==> src/hdl/bmse_pkg.sv <==
// Shared constants, types and register codes of the biphase-mark sample encoder.
package bmse_pkg;

  localparam int MAX_SAMPLES   = 64;
  localparam int SAMPLE_MID    = 128;

  localparam int SAMPLE_W      = 8;
  localparam int COEFF_W       = 16;
  localparam int SPB_W         = 22;
  localparam int SPEED_W       = 16;
  localparam int SPEED_FRAC_W  = 12;
  localparam int REM_W         = 16;
  localparam int PROD_W        = SPB_W + SPEED_W;
  localparam int PER_W         = PROD_W - SPEED_FRAC_W;
  localparam int SUM_W         = PER_W + 1;
  localparam int LEN_RAW_W     = SUM_W - REM_W;
  localparam int LEN_W         = $clog2(MAX_SAMPLES + 1);
  localparam int RAMP_DEPTH    = MAX_SAMPLES / 2;
  localparam int RAMP_IDX_W    = $clog2(RAMP_DEPTH);

  localparam int JOBQ_DEPTH    = 2;
  localparam int JOBQ_AW       = $clog2(JOBQ_DEPTH);

  localparam int CFG_IDX_W     = 3;
  localparam int CFG_DATA_W    = SPB_W;

  localparam logic [CFG_IDX_W-1:0] CFG_LEVEL_HIGH  = 3'd0;
  localparam logic [CFG_IDX_W-1:0] CFG_LEVEL_LOW   = 3'd1;
  localparam logic [CFG_IDX_W-1:0] CFG_FILTER      = 3'd2;
  localparam logic [CFG_IDX_W-1:0] CFG_SPB         = 3'd3;
  localparam logic [CFG_IDX_W-1:0] CFG_SPHB        = 3'd4;

  localparam logic [SAMPLE_W-1:0] LEVEL_HIGH_RST = 8'd192;
  localparam logic [SAMPLE_W-1:0] LEVEL_LOW_RST  = 8'd64;
  localparam logic [SPB_W-1:0]    SPB_RST        = 22'd1310720;
  localparam logic [SPB_W-1:0]    SPHB_RST       = 22'd655360;

  typedef struct packed {
    logic [SAMPLE_W-1:0] level_high;
    logic [SAMPLE_W-1:0] level_low;
    logic [COEFF_W-1:0]  filter_coeff;
    logic [SPB_W-1:0]    samples_per_bit;
    logic [SPB_W-1:0]    samples_per_half_bit;
  } cfg_t;

  // One classified bit: segment lengths already cut to the per-bit limit.
  typedef struct packed {
    logic             err;
    logic             two_seg;
    logic             pol0;
    logic             clipped;
    logic [LEN_W-1:0] len0;
    logic [LEN_W-1:0] len1;
  } job_t;

endpackage

==> src/hdl/bmse_front.sv <==
// Front end: accepts a bit, computes its segment lengths and polarity, queues a job unless the bit has no samples.
module bmse_front (
  input  logic                        clk,
  input  logic                        rst_n,
  input  bmse_pkg::cfg_t              cfg,
  input  logic                        in_push,
  output logic                        in_full,
  input  logic                        in_data_bit,
  input  logic [bmse_pkg::SPEED_W-1:0] in_speed_scale,
  output logic                        job_push,
  output bmse_pkg::job_t              job,
  input  logic                        job_full
);
  import bmse_pkg::*;

  typedef enum logic [1:0] {S_IDLE, S_SEG0, S_SEG1, S_PUSH} state_t;

  state_t                 state_r, state_nxt;
  logic [PER_W-1:0]       per_r, per_nxt;
  logic [REM_W-1:0]       rem_r, rem_nxt;
  logic                   pol_r, pol_nxt;
  logic                   pol0_r, pol0_nxt;
  logic                   two_r, two_nxt;
  logic                   err_r, err_nxt;
  logic [LEN_RAW_W-1:0]   len0_r, len0_nxt;
  logic [LEN_RAW_W-1:0]   len1_r, len1_nxt;

  logic                   accept;
  logic [PROD_W-1:0]      prod;
  logic [SUM_W-1:0]       sum;
  logic [LEN_W-1:0]       len0_cut, len1_cut, room1;
  logic                   clip;
  logic                   empty_bit;

  assign accept  = in_push && !in_full;
  assign in_full = (state_r != S_IDLE);

  always_comb begin
    prod = PROD_W'(in_data_bit ? cfg.samples_per_half_bit : cfg.samples_per_bit)
         * PROD_W'(in_speed_scale);
    sum  = SUM_W'(per_r) + SUM_W'(rem_r);

    len0_cut = (len0_r > LEN_RAW_W'(MAX_SAMPLES)) ? LEN_W'(MAX_SAMPLES)
                                                  : len0_r[LEN_W-1:0];
    room1    = LEN_W'(MAX_SAMPLES) - len0_cut;
    len1_cut = (len1_r > LEN_RAW_W'(room1)) ? room1 : len1_r[LEN_W-1:0];
    clip     = (len0_r > LEN_RAW_W'(MAX_SAMPLES)) || (len1_r > LEN_RAW_W'(room1));
    empty_bit = (len0_r == '0) && (len1_r == '0);

    job.err     = err_r;
    job.two_seg = two_r;
    job.pol0    = pol0_r;
    job.clipped = clip && !err_r;
    job.len0    = err_r ? '0 : len0_cut;
    job.len1    = err_r ? '0 : len1_cut;

    job_push = (state_r == S_PUSH) && !job_full && (err_r || !empty_bit);

    state_nxt = state_r;
    per_nxt   = per_r;
    rem_nxt   = rem_r;
    pol_nxt   = pol_r;
    pol0_nxt  = pol0_r;
    two_nxt   = two_r;
    err_nxt   = err_r;
    len0_nxt  = len0_r;
    len1_nxt  = len1_r;

    case (state_r)
      S_IDLE: begin
        if (accept) begin
          per_nxt  = prod[PROD_W-1:SPEED_FRAC_W];
          two_nxt  = in_data_bit;
          err_nxt  = (in_speed_scale == '0);
          len0_nxt = '0;
          len1_nxt = '0;
          state_nxt = (in_speed_scale == '0) ? S_PUSH : S_SEG0;
        end
      end
      S_SEG0: begin
        len0_nxt  = sum[SUM_W-1:REM_W];
        rem_nxt   = sum[REM_W-1:0];
        pol_nxt   = !pol_r;
        pol0_nxt  = !pol_r;
        state_nxt = two_r ? S_SEG1 : S_PUSH;
      end
      S_SEG1: begin
        len1_nxt  = sum[SUM_W-1:REM_W];
        rem_nxt   = sum[REM_W-1:0];
        pol_nxt   = !pol_r;
        state_nxt = S_PUSH;
      end
      S_PUSH: begin
        // a bit with no samples is dropped here; its state has advanced already
        if (job_push || (!err_r && empty_bit)) begin
          state_nxt = S_IDLE;
        end
      end
      default: state_nxt = S_IDLE;
    endcase
  end

  always_ff @(posedge clk) begin
    if (!rst_n) begin
      state_r <= S_IDLE;
      rem_r   <= '0;
      pol_r   <= 1'b0;
      err_r   <= 1'b0;
      two_r   <= 1'b0;
      len0_r  <= '0;
      len1_r  <= '0;
    end else begin
      state_r <= state_nxt;
      rem_r   <= rem_nxt;
      pol_r   <= pol_nxt;
      err_r   <= err_nxt;
      two_r   <= two_nxt;
      len0_r  <= len0_nxt;
      len1_r  <= len1_nxt;
    end
    per_r  <= per_nxt;
    pol0_r <= pol0_nxt;
  end

`ifndef SYNTHESIS
  a_job_len_total: assert property (@(posedge clk) disable iff (!rst_n)
    job_push && !job.err |->
      ((LEN_W+1)'(job.len0) + (LEN_W+1)'(job.len1) != '0) &&
      ((LEN_W+1)'(job.len0) + (LEN_W+1)'(job.len1) <= (LEN_W+1)'(MAX_SAMPLES)))
    else $error("front: job sample total out of range");
  a_err_job_empty: assert property (@(posedge clk) disable iff (!rst_n)
    job_push && job.err |-> job.len0 == '0 && job.len1 == '0 && !job.clipped)
    else $error("front: error job carries samples");
  a_accept_busy: assert property (@(posedge clk) disable iff (!rst_n)
    accept |=> state_r != S_IDLE)
    else $error("front: accepted item did not start work");
`endif

endmodule

==> src/hdl/bmse_job_fifo.sv <==
// Short job queue between front and back.
module bmse_job_fifo (
  input  logic           clk,
  input  logic           rst_n,
  input  logic           push,
  input  bmse_pkg::job_t din,
  output logic           full,
  input  logic           pop,
  output bmse_pkg::job_t dout,
  output logic           empty
);
  import bmse_pkg::*;

  job_t                 mem_r [JOBQ_DEPTH];
  logic [JOBQ_AW-1:0]   wr_ptr_r, rd_ptr_r;
  logic [JOBQ_AW:0]     count_r;

  assign full  = (count_r == (JOBQ_AW+1)'(JOBQ_DEPTH));
  assign empty = (count_r == '0);
  assign dout  = mem_r[rd_ptr_r];

  always_ff @(posedge clk) begin
    if (!rst_n) begin
      wr_ptr_r <= '0;
      rd_ptr_r <= '0;
      count_r  <= '0;
    end else begin
      if (push && !full) wr_ptr_r <= wr_ptr_r + 1'b1;
      if (pop && !empty) rd_ptr_r <= rd_ptr_r + 1'b1;
      case ({push && !full, pop && !empty})
        2'b10:   count_r <= count_r + 1'b1;
        2'b01:   count_r <= count_r - 1'b1;
        default: count_r <= count_r;
      endcase
    end
  end

  always_ff @(posedge clk) begin
    if (push && !full) mem_r[wr_ptr_r] <= din;
  end

endmodule

==> src/hdl/bmse_back.sv <==
// Back end: walks a job's segments, shapes each sample and holds the output register.
module bmse_back (
  input  logic                          clk,
  input  logic                          rst_n,
  input  bmse_pkg::cfg_t                cfg,
  input  logic                          job_empty,
  input  bmse_pkg::job_t                job_in,
  output logic                          job_pop,
  output logic                          out_empty,
  input  logic                          out_pop,
  output logic [bmse_pkg::SAMPLE_W-1:0] out_sample,
  output logic                          out_last_of_bit,
  output logic                          out_speed_error,
  output logic                          out_clipped
);
  import bmse_pkg::*;

  job_t                  job_r;
  logic                  act_r;
  logic                  seg_r;
  logic [LEN_W-1:0]      pos_r;
  logic [SAMPLE_W-1:0]   val_r;
  logic [SAMPLE_W-1:0]   ramp_r [RAMP_DEPTH];

  logic                  out_valid_r;
  logic [SAMPLE_W-1:0]   out_sample_r;
  logic                  out_last_r, out_err_r, out_clip_r;

  logic [LEN_W-1:0]      cur_len, half_len, mirror_idx;
  logic [SAMPLE_W-1:0]   level, step_val, ramp_rd, smp;
  logic signed [SAMPLE_W:0]            delta;
  logic signed [COEFF_W+SAMPLE_W+1:0]  acc;
  logic                  in_ramp, more_seg, seg_end, slot_free, fire, emit;

  always_comb begin
    cur_len    = seg_r ? job_r.len1 : job_r.len0;
    level      = (job_r.pol0 ^ seg_r) ? cfg.level_high : cfg.level_low;
    half_len   = LEN_W'(((LEN_W+1)'(cur_len) + 1'b1) >> 1);
    in_ramp    = pos_r < half_len;
    mirror_idx = cur_len - 1'b1 - pos_r;
    // first-order step: val + coeff*(level - val), Q0.16, never negative here
    delta      = $signed({1'b0, level}) - $signed({1'b0, val_r});
    acc        = $signed({2'b00, val_r, {COEFF_W{1'b0}}})
               + $signed({1'b0, cfg.filter_coeff}) * delta;
    step_val   = acc[COEFF_W +: SAMPLE_W];
    ramp_rd    = ramp_r[mirror_idx[RAMP_IDX_W-1:0]];
    smp        = (cfg.filter_coeff == '0) ? level : (in_ramp ? step_val : ramp_rd);
    more_seg   = !seg_r && job_r.two_seg && (job_r.len1 != '0);
    seg_end    = (pos_r == cur_len - 1'b1);
    slot_free  = !out_valid_r || out_pop;
    fire       = act_r && slot_free;
    emit       = fire && (job_r.err || (cur_len != '0));
    job_pop    = !act_r && !job_empty;
  end

  always_ff @(posedge clk) begin
    if (!rst_n) begin
      act_r       <= 1'b0;
      seg_r       <= 1'b0;
      pos_r       <= '0;
      val_r       <= SAMPLE_W'(SAMPLE_MID);
      out_valid_r <= 1'b0;
    end else begin
      if (out_pop && out_valid_r && !emit) out_valid_r <= 1'b0;
      if (job_pop) begin
        job_r <= job_in;
        act_r <= 1'b1;
        seg_r <= 1'b0;
        pos_r <= '0;
        val_r <= SAMPLE_W'(SAMPLE_MID);
      end else if (fire) begin
        if (job_r.err) begin
          out_valid_r  <= 1'b1;
          out_sample_r <= '0;
          out_last_r   <= 1'b0;
          out_err_r    <= 1'b1;
          out_clip_r   <= 1'b0;
          act_r        <= 1'b0;
        end else if (cur_len == '0) begin
          // empty first segment of a one bit: move on to the second half
          if (!seg_r && job_r.two_seg) begin
            seg_r <= 1'b1;
            pos_r <= '0;
            val_r <= SAMPLE_W'(SAMPLE_MID);
          end else begin
            act_r <= 1'b0;
          end
        end else begin
          out_valid_r  <= 1'b1;
          out_sample_r <= smp;
          out_last_r   <= seg_end && !more_seg;
          out_err_r    <= 1'b0;
          out_clip_r   <= job_r.clipped;
          if (in_ramp && !(seg_end && more_seg)) val_r <= step_val;
          if (seg_end) begin
            if (more_seg) begin
              seg_r <= 1'b1;
              pos_r <= '0;
              val_r <= SAMPLE_W'(SAMPLE_MID);
            end else begin
              act_r <= 1'b0;
            end
          end else begin
            pos_r <= pos_r + 1'b1;
          end
        end
      end
    end
  end

  // first half of a ramped segment is kept for its mirrored second half
  always_ff @(posedge clk) begin
    if (fire && !job_r.err && (cur_len != '0) && in_ramp) begin
      ramp_r[pos_r[RAMP_IDX_W-1:0]] <= step_val;
    end
  end

  assign out_empty       = !out_valid_r;
  assign out_sample      = out_sample_r;
  assign out_last_of_bit = out_last_r;
  assign out_speed_error = out_err_r;
  assign out_clipped     = out_clip_r;

`ifndef SYNTHESIS
  a_err_result: assert property (@(posedge clk) disable iff (!rst_n)
    out_valid_r && out_err_r |-> out_sample_r == '0 && !out_last_r && !out_clip_r)
    else $error("back: malformed speed error result");
  a_pos_in_seg: assert property (@(posedge clk) disable iff (!rst_n)
    act_r && !job_r.err && cur_len != '0 |-> pos_r < cur_len)
    else $error("back: sample position past segment end");
  a_job_start: assert property (@(posedge clk) disable iff (!rst_n)
    job_pop |=> act_r && pos_r == '0 && !seg_r)
    else $error("back: job not started cleanly");
`endif

endmodule

==> src/hdl/biphase_mark_sample_encoder_unit.sv <==
// Biphase-mark sample encoder: config registers, front end, job queue and back end.
//
// Input channel: in_push / in_full carry one timecode bit (in_data_bit) and its
// speed (in_speed_scale, Q4.12). The front end multiplies in the accepting cycle,
// works out the first and, for a one bit, the second segment length, then queues
// the job, waiting while the queue is full; a zero-speed item goes straight to
// queueing. in_full is low only while the front end is idle.
// Result channel: out_empty / out_pop present the oldest sample with its
// last_of_bit, speed_error and clipped flags. The back end emits one sample per
// cycle from a registered output stage while the receiver keeps popping, up to 64
// per bit. A two-entry job queue lets the front end classify the next bit while
// the back end still plays out the previous one. With both idle, a bit passes the
// front end, the queue, the back end's job register and the output register before
// its first sample is out; a zero-speed item gives an error result instead. When the
// receiver stops popping, the output register holds, the back end waits, the queue
// fills and in_full stays high; nothing is lost.
// Configuration: cfg_valid / cfg_ready (always ready), cfg_index picks the register,
// cfg_data carries the value; write only while no bit is in flight.
// Reset (synchronous, rst_n low) restores register defaults, clears polarity and the
// length remainder and empties the queue and output stage.
module biphase_mark_sample_encoder_unit (
  input  logic                            clk,
  input  logic                            rst_n,
  input  logic                            in_push,
  output logic                            in_full,
  input  logic                            in_data_bit,
  input  logic [bmse_pkg::SPEED_W-1:0]    in_speed_scale,
  output logic                            out_empty,
  input  logic                            out_pop,
  output logic [bmse_pkg::SAMPLE_W-1:0]   out_sample,
  output logic                            out_last_of_bit,
  output logic                            out_speed_error,
  output logic                            out_clipped,
  input  logic                            cfg_valid,
  output logic                            cfg_ready,
  input  logic [bmse_pkg::CFG_IDX_W-1:0]  cfg_index,
  input  logic [bmse_pkg::CFG_DATA_W-1:0] cfg_data
);
  import bmse_pkg::*;

  cfg_t  cfg_r;
  logic  job_push, job_full, job_pop, job_empty;
  job_t  job_wr, job_rd;

  assign cfg_ready = 1'b1;

  always_ff @(posedge clk) begin
    if (!rst_n) begin
      cfg_r.level_high           <= LEVEL_HIGH_RST;
      cfg_r.level_low            <= LEVEL_LOW_RST;
      cfg_r.filter_coeff         <= '0;
      cfg_r.samples_per_bit      <= SPB_RST;
      cfg_r.samples_per_half_bit <= SPHB_RST;
    end else if (cfg_valid && cfg_ready) begin
      case (cfg_index)
        CFG_LEVEL_HIGH: cfg_r.level_high           <= cfg_data[SAMPLE_W-1:0];
        CFG_LEVEL_LOW:  cfg_r.level_low            <= cfg_data[SAMPLE_W-1:0];
        CFG_FILTER:     cfg_r.filter_coeff         <= cfg_data[COEFF_W-1:0];
        CFG_SPB:        cfg_r.samples_per_bit      <= cfg_data[SPB_W-1:0];
        CFG_SPHB:       cfg_r.samples_per_half_bit <= cfg_data[SPB_W-1:0];
        default: ;
      endcase
    end
  end

  bmse_front u_front (
    .clk            (clk),
    .rst_n          (rst_n),
    .cfg            (cfg_r),
    .in_push        (in_push),
    .in_full        (in_full),
    .in_data_bit    (in_data_bit),
    .in_speed_scale (in_speed_scale),
    .job_push       (job_push),
    .job            (job_wr),
    .job_full       (job_full)
  );

  bmse_job_fifo u_jobq (
    .clk   (clk),
    .rst_n (rst_n),
    .push  (job_push),
    .din   (job_wr),
    .full  (job_full),
    .pop   (job_pop),
    .dout  (job_rd),
    .empty (job_empty)
  );

  bmse_back u_back (
    .clk             (clk),
    .rst_n           (rst_n),
    .cfg             (cfg_r),
    .job_empty       (job_empty),
    .job_in          (job_rd),
    .job_pop         (job_pop),
    .out_empty       (out_empty),
    .out_pop         (out_pop),
    .out_sample      (out_sample),
    .out_last_of_bit (out_last_of_bit),
    .out_speed_error (out_speed_error),
    .out_clipped     (out_clipped)
  );

endmodule
==> config.mk <==
export PLATFORM = sky130hd
export DESIGN_NAME = biphase_mark_sample_encoder_unit
export DESIGN_NICKNAME = d
export VERILOG_FILES = /design/src/hdl/bmse_pkg.sv /design/src/hdl/bmse_front.sv /design/src/hdl/bmse_job_fifo.sv /design/src/hdl/bmse_back.sv /design/src/hdl/biphase_mark_sample_encoder_unit.sv
export SDC_FILE = /design/constraint.sdc
export NUM_CORES = 2
export LEC_CHECK = 0
export ABC_AREA = 0
export BUFFER_PORTS_ARGS = -buffer_cell sky130_fd_sc_hd__buf_4
export CELL_PAD_IN_SITES_DETAIL_PLACEMENT = 1
export CELL_PAD_IN_SITES_GLOBAL_PLACEMENT = 1
export CORE_MARGIN = 4
export CORE_UTILIZATION = 31
export DETAILED_ROUTE_END_ITERATION = 6
export GPL_TIMING_DRIVEN = 0
export PLACE_DENSITY = 0.51
export SYNTH_ARGS = -nofsm -noshare
export SYNTH_HDL_FRONTEND = slang
export SYNTH_SLANG_ARGS = --single-unit
==> constraint.sdc <==
create_clock -name clk -period 10 [get_ports clk]
set_input_delay 1.5 -clock clk [delete_from_list [all_inputs] [get_ports clk]]
set_output_delay 1.5 -clock clk [all_outputs]
set_load 0.005 [all_outputs]
After elaboration in Yosys (flattened, before gate mapping)
Memories as Yosys holds them, arrays and structs flattened. A register that Yosys moved wholly into a read port is not among the register bits.
Index checks and enable logic that the tools add are counted.
{ "op_classes": {"n_addsub": 12, "n_mux": 51, "order_cmp": 3, "reduce_logical": 74, "n_eq_ne": 18, "multipliers": 2, "n_bitwise": 4} }
{ "op_table": {"columns": ["op", "count"], "rows": [
  ["8-bit two-way mux", 9],
  ["7-bit two-way mux", 9],
  ["11-bit one-hot mux with 2 select lines", 2],
  ["38-bit by 16-bit multiplier with 38-bit output", 1],
  ["16-bit zero test", 2],
  ["26-bit by 16-bit adder with 27-bit output", 1],
  ["24-bit adder", 1],
  ["17-bit by 9-bit multiplier with 24-bit output", 1],
  ["1-bit two-way mux", 24],
  ["11-bit zero test", 2],
  ["22-bit two-way mux", 1],
  ["1-bit logical AND", 21],
  ["2-bit AND reduction", 10],
  ["2-bit nonzero test", 7],
  ["7-bit nonzero test", 2],
  ["1-bit zero test", 13],
  ["4-bit AND reduction", 3],
  ["11-bit by 7-bit > comparator with 1-bit output", 1],
  ["11-bit by 7-bit > comparator with 1-bit output (second input constant)", 1],
  ["11-bit two-way mux", 1],
  ["8-bit by 8-bit subtractor with 9-bit output", 1],
  ["7-bit by 1-bit adder with 8-bit output (second input constant)", 1],
  ["2-bit == test (second input constant)", 4],
  ["4-bit by 3-bit inequality test with 1-bit output (second input constant)", 2],
  ["29 further kinds", 44]
]} }
{ "totals": {"memories": 2, "output_inout_bits": 14, "register_bits": 179, "mem_bits_rw": 292} }
{ "mem_list": {"columns": ["name", "words", "width", "read_ports", "rd_ports_with_merged_regs", "wr", "line", "text"], "rows": [
  ["u_back.ramp_r", 32, 8, 1, 0, 1, "bmse_back.sv:23", "logic [SAMPLE_W-1:0] ramp_r [RAMP_DEPTH];"],
  ["u_jobq.mem_r", 2, 18, 1, 1, 1, "bmse_job_fifo.sv:14", "job_t mem_r [JOBQ_DEPTH];"]
]} }

Logic depth before layout (Yosys ltp)
{ "logic_depth": {"ltp_word": 11, "ltp_mapped": 33, "depth_no_buf": 31} }

Cells and area by module
From an unflattened synthesis, not the netlist that was laid out.
{ "hier_totals": {"cells_unflattened": 3381, "area_unflattened_um2": 37294.5} }
{ "by_module_without_submodules": {"columns": ["module", "area_per_inst_um2", "cells_per_inst", "seq_area_each_um2", "instances"], "rows": [
  ["bmse_back", 17519.3, 1278, 8918.6, 1],
  ["bmse_front", 15310.9, 1731, 1671.6, 1],
  ["biphase_mark_sample_encoder_unit", 2934.1, 290, 1521.5, 1],
  ["bmse_job_fifo", 1530.2, 82, 1181.1, 1]
]} }

Least setup slack after synthesis
OpenSTA, ideal clock, no wires.
{ "synth_path": {"path_type": "flip-flop to flip-flop", "start": "register u_back.seg_r", "end": "register u_back.out_sample_r[6] (netlist: u_back.out_sample[6]), data pin", "path_stages_with_launch": 33, "required_ns": 9.842, "arrival_time_ns": 9.027, "synth_period_minus_slack_ns": 9.184, "path_slack_ns": 0.816, "setup_ns": 0.158, "cell_sequence": "dfxtp_1 buf_6 buf_2 xnor2_1 mux2i_1 ha_1 inv_1 fa_1 a21o_1 a21oi_1 o21bai_1 a2111o_1 and2_1 clkbuf_1 or2_2 fa_1 fa_1 inv_1 fa_1 fa_1 inv_1 fa_1 inv_1 ha_1 o21a_1 o21ai_0 a31oi_1 o21ai_1 o21ai_2 nor4_1 a311oi_1 mux2i_1 o22ai_1"} }
{ "synth_via": {"elab_chain_len": 8, "elab_cells_between_ends": 14, "cone_classes": "5 x add/sub; 1 x mul; 1 x order compare; 5 x mux; 1 x bitwise; 1 x memory"} }
{ "synth_rtl": {"columns": ["element", "line", "text"], "rows": [
  ["from (decl)", "bmse_back.sv:20", "logic seg_r;"],
  ["from (signal assigned)", "bmse_back.sv:59", "seg_r <= 1'b0;"],
  ["from (signal assigned)", "bmse_back.sv:68", "seg_r <= 1'b0;"],
  ["from (signal assigned)", "bmse_back.sv:82", "seg_r <= 1'b1;"],
  ["1-bit XOR", "bmse_back.sv:37", "level = (job_r.pol0 ^ seg_r) ? cfg.level_high : cfg.level_low;"],
  ["8-bit two-way mux", "bmse_back.sv:37", null],
  ["8-bit by 8-bit subtractor with 9-bit output", "bmse_back.sv:42", "delta = $signed({1'b0, level}) - $signed({1'b0, val_r});"],
  ["17-bit by 9-bit multiplier with 24-bit output", "bmse_back.sv:44", "+ $signed({1'b0, cfg.filter_coeff}) * delta;"],
  ["24-bit adder", "bmse_back.sv:44", null],
  ["via u_back.acc[22]", "bmse_back.sv:32", "logic signed [COEFF_W+SAMPLE_W+1:0] acc;"],
  ["8-bit two-way mux (2 in a row)", "bmse_back.sv:47", "smp = (cfg.filter_coeff == '0) ? level : (in_ramp ? step_val : ramp_rd);"],
  ["8-bit two-way mux", "bmse_back.sv:79", "end else if (cur_len == '0) begin"],
  ["to (signal assigned)", "bmse_back.sv:90", "out_sample_r <= smp;"],
  ["to (decl)", "bmse_back.sv:26", "logic [SAMPLE_W-1:0] out_sample_r;"]
]} }
The timed path passes the listed nets, and every way through them passes these cells. The select of a mux whose other input is x is not followed.
A chain may end at the register's enable or synchronous reset.

Worst setup path in the final report
{ "layout_path": {"start": "register u_back.seg_r", "end": "register u_back.out_sample_r[7] (netlist: u_back.out_sample[7]), data pin"} }
The elaborated chain is that of the path after synthesis.

==> reports/metrics.cfg <==
[hold_path]
worst_hold_path.num_cells=2
min_to=u_front.len1_r[8]
hp-class=reg2reg
min-delay-start=u_front.len1_r[8]

[grt]
grt_pass1_wl_um=171000
grt.total_usage_pct=18.6
antenna_found_initial=6
overflow=0
grt_max_degree=34
grt_pass1_vias=26500

[synthesis]
synth_edf_count=348
synth.largest_area_cell=edfxtp_1
synth_top_area_share_pct=28.8
synth_flop_cell=edfxtp_1
synth_common_cells=513 x nand2_1, 424 x inv_1, 385 x fa_1
yosys-top-cells-area=edfxtp_1 29%, fa_1 21%, dfxtp_1 7.8%, ha_1 7.2%, nand2_1 5.3%
synth_fa_ha_area_share_pct=28.5
async_flop_share_pct=0
synth_compound_area_share_pct=6.24
yosysWarningCount=0
synth_fp_nets=3895
synth.cell_area_um2=36300
synth_xor_area_share_pct=2.24
yosysMostFrequentCell=nand2_1
synth_top_family_by_area=adder cells
ys_seq_area_share_pct=36.6
synth-seq-cells=489
synth-simple-area-share_pct=13.3
synthMuxAreaShare_pct=7.28
synth_area_per_cell_um2=11.1
synthesis.instances=3254
yosysUniqueCellTypes=74

[setup_path]
crit_path_end_kind=flip-flop
slowest_stage=fa_1
critPathLaunchType=flip-flop
cpPeakStageDelay_ns=0.51
crit_buf_inv=6
cp_data_required_time_ns=10.45
crit_fanout=15
reg2reg_to=u_back.out_sample[7]
rrSetupSlack_ns=0.62
worst-r2r-cell-count=30
critPathArrivalTime_ns=9.84
cp_num_cells=30
crit_type=reg2reg
crit_path_start=u_back.seg_r
crit_top_cell=fa_1
crit_family=adder cells
r2r-start=u_back.seg_r

[drt]
wire_per_inst_um=22.5
drc=0
viasPerCell=4.86
drtPass1Iterations=5
drt-initial-drc-count=1321
vias=24100
ant_nets=0
postRouteWirelength_um=112000

[die]
start_util_pct=31.2
die_h_um=350
die_x_um=350
row_count=125
core_region_area_um2=116000
dieArea_um2=123000
io_pins=61

[clock_network]
clock_latency_ns=0.67
cts_tree=yes
cts_max_path_buffers=3
numCtsBuffers=57
cts_root_buffer=clkbuf_16
cts_hold_buf=0
h-tree-depth=2
clock-sinks=489
clkTransAtPathRegs_ns=0.06

[layout]
area_growth_pct=12.7
fillCellCount=12800
drive_gt1_share_pct=9.54
nets=4029

[timing]
hold_viol=0
relSlewSlack_pct=8.64
setup_violations=0
fin_setup_tns_ns=0
setup_slack_ns=0.616
clock.fmax_mhz=107
fin_skew_ns=0.0528
rsz0062_at_grt=no
period_needed_ns=9.38
worst_pin_slew_ns=1.36
period_share_pct=93.8
slew_viol_final=0

[power]
ir_drop_mv=0.167
total_power_mw=9.22
cellLeakagePower_nw=16.2
p_per_area_nw_per_um2=226

[placed_design]
dp_slack_ns=-0.764
io_buffers=59
dpl.hpwl_um=87100
gp_congestion=0.809

[run_status]
status=completed

[flow_run]
maxCapViolCount=0

## cells in the final DEF (no fill, tap or decap), types with 57 or more instances in the layout
master | synthesis | routed
a21boi_0 | 76 | 76
a21oi_1 | 64 | 64
and2_1 | 199 | 199
buf_4 | 1 | 64
clkbuf_1 | 126 | 136
clkbuf_16 | 0 | 57
dfxtp_1 | 141 | 141
edfxtp_1 | 348 | 348
fa_1 | 385 | 385
ha_1 | 209 | 209
inv_1 | 424 | 423
mux4_2 | 76 | 76
nand2_1 | 513 | 513
nor2_1 | 111 | 108
o21ai_0 | 60 | 60
## metal layers
layer  global-route usage [%]  share of wire [%]
met2                     31.3                 48
met3                     2.44                3.6
met1                     25.3                 46
met5                        0              0.012
met4                     5.09                2.9
## worst min-delay path: stages, from the launching register on
cell	delay, ns
dfxtp_1	0.32
nand2_1	0.05
o21ai_0	0.06
## report_power, final
group	switching, mW	total [mW]	internal, mW	leakage, nW
Combinational	2.64	4.27	1.63	11.0
Clock	0.886	2.06	1.17	0.895
Sequential	0.0999	2.89	2.79	4.30
## logic make-up (layout without fill, tap and decap cells)
kind of cell / after synthesis / count (layout)
other cells: 1 / 2
fa+ha+maj: 594 / 594
simple gates: 1024 / 1025
buf+inv: 566 / 748
xor+xnor: 91 / 91
flops: 489 / 489
mux: 155 / 155
compound gates: 334 / 334
## registers in the layout (all words and copies together) (netlist names), 2 cells and up
name	cells
u_back.val_r	8
u_back.out_sample	8
u_back.ramp_r	256
u_front.len1_r	11
u_front.per_r	26
u_jobq.mem_r	36
u_front.state_r	2
u_back.job_r	18
u_front.len0_r	11
u_back.pos_r	7
cfg_r	76
u_front.rem_r	16
u_jobq.count_r	2
## worst max-delay path by stage
stage	endpoint	slack (ns)
2_1_floorplan	u_back.out_sample[6]	0.82
3_3_place_gp	u_back.out_sample[6]	-3.36
3_5_place_dp	u_back.out_sample[6]	-0.76
4_1_cts	u_back.out_sample[4]	-0.06
5_1_grt	u_back.out_sample[7]	0.09
6_report	u_back.out_sample[7]	0.62
## metrics by stage
stage	std cells	hold WS [ns]	utilization, %	instance area (um2)
4_1_cts	4957	0.460	35.1	40800
5_1_grt	4961	0.471	35.2	40900
6_report	4962	0.459	35.2	40900
3_3_place_gp	4837	0.429	33.2	38600
3_5_place_dp	4847	0.446	33.5	38900
2_1_floorplan	3254	0.417	-	36300
## area by class of cell
type	instances	area, um2	share of cell area (%)
Sequential cell	489	13300	32.5
Timing Repair Buffer	73	653	1.60
Multi-Input combinational cell	2200	21000	51.4
Buffer	142	558	1.37
Antenna cell	1	2.50	0.00612
Timing Repair inverter	1	7.51	0.0184
Clock inverter	31	275	0.674
Clock buffer	77	1590	3.89
Tap cell	1524	1910	4.67
Inverter	424	1600	3.90
## timing repair
| item | 4_1_cts | 5_1_grt |
|---|---|---|
| resized for setup | 3 | 8 |
| endpoints found under the hold margin | 0 | 0 |
| buffers inserted | 1 | 3 |
| setup endpoints to repair | 156 | 75 |
| gates cloned | 1 | 1 |
| pin swaps | 2 | 1 |
Power figures use the tool's default switching activity.
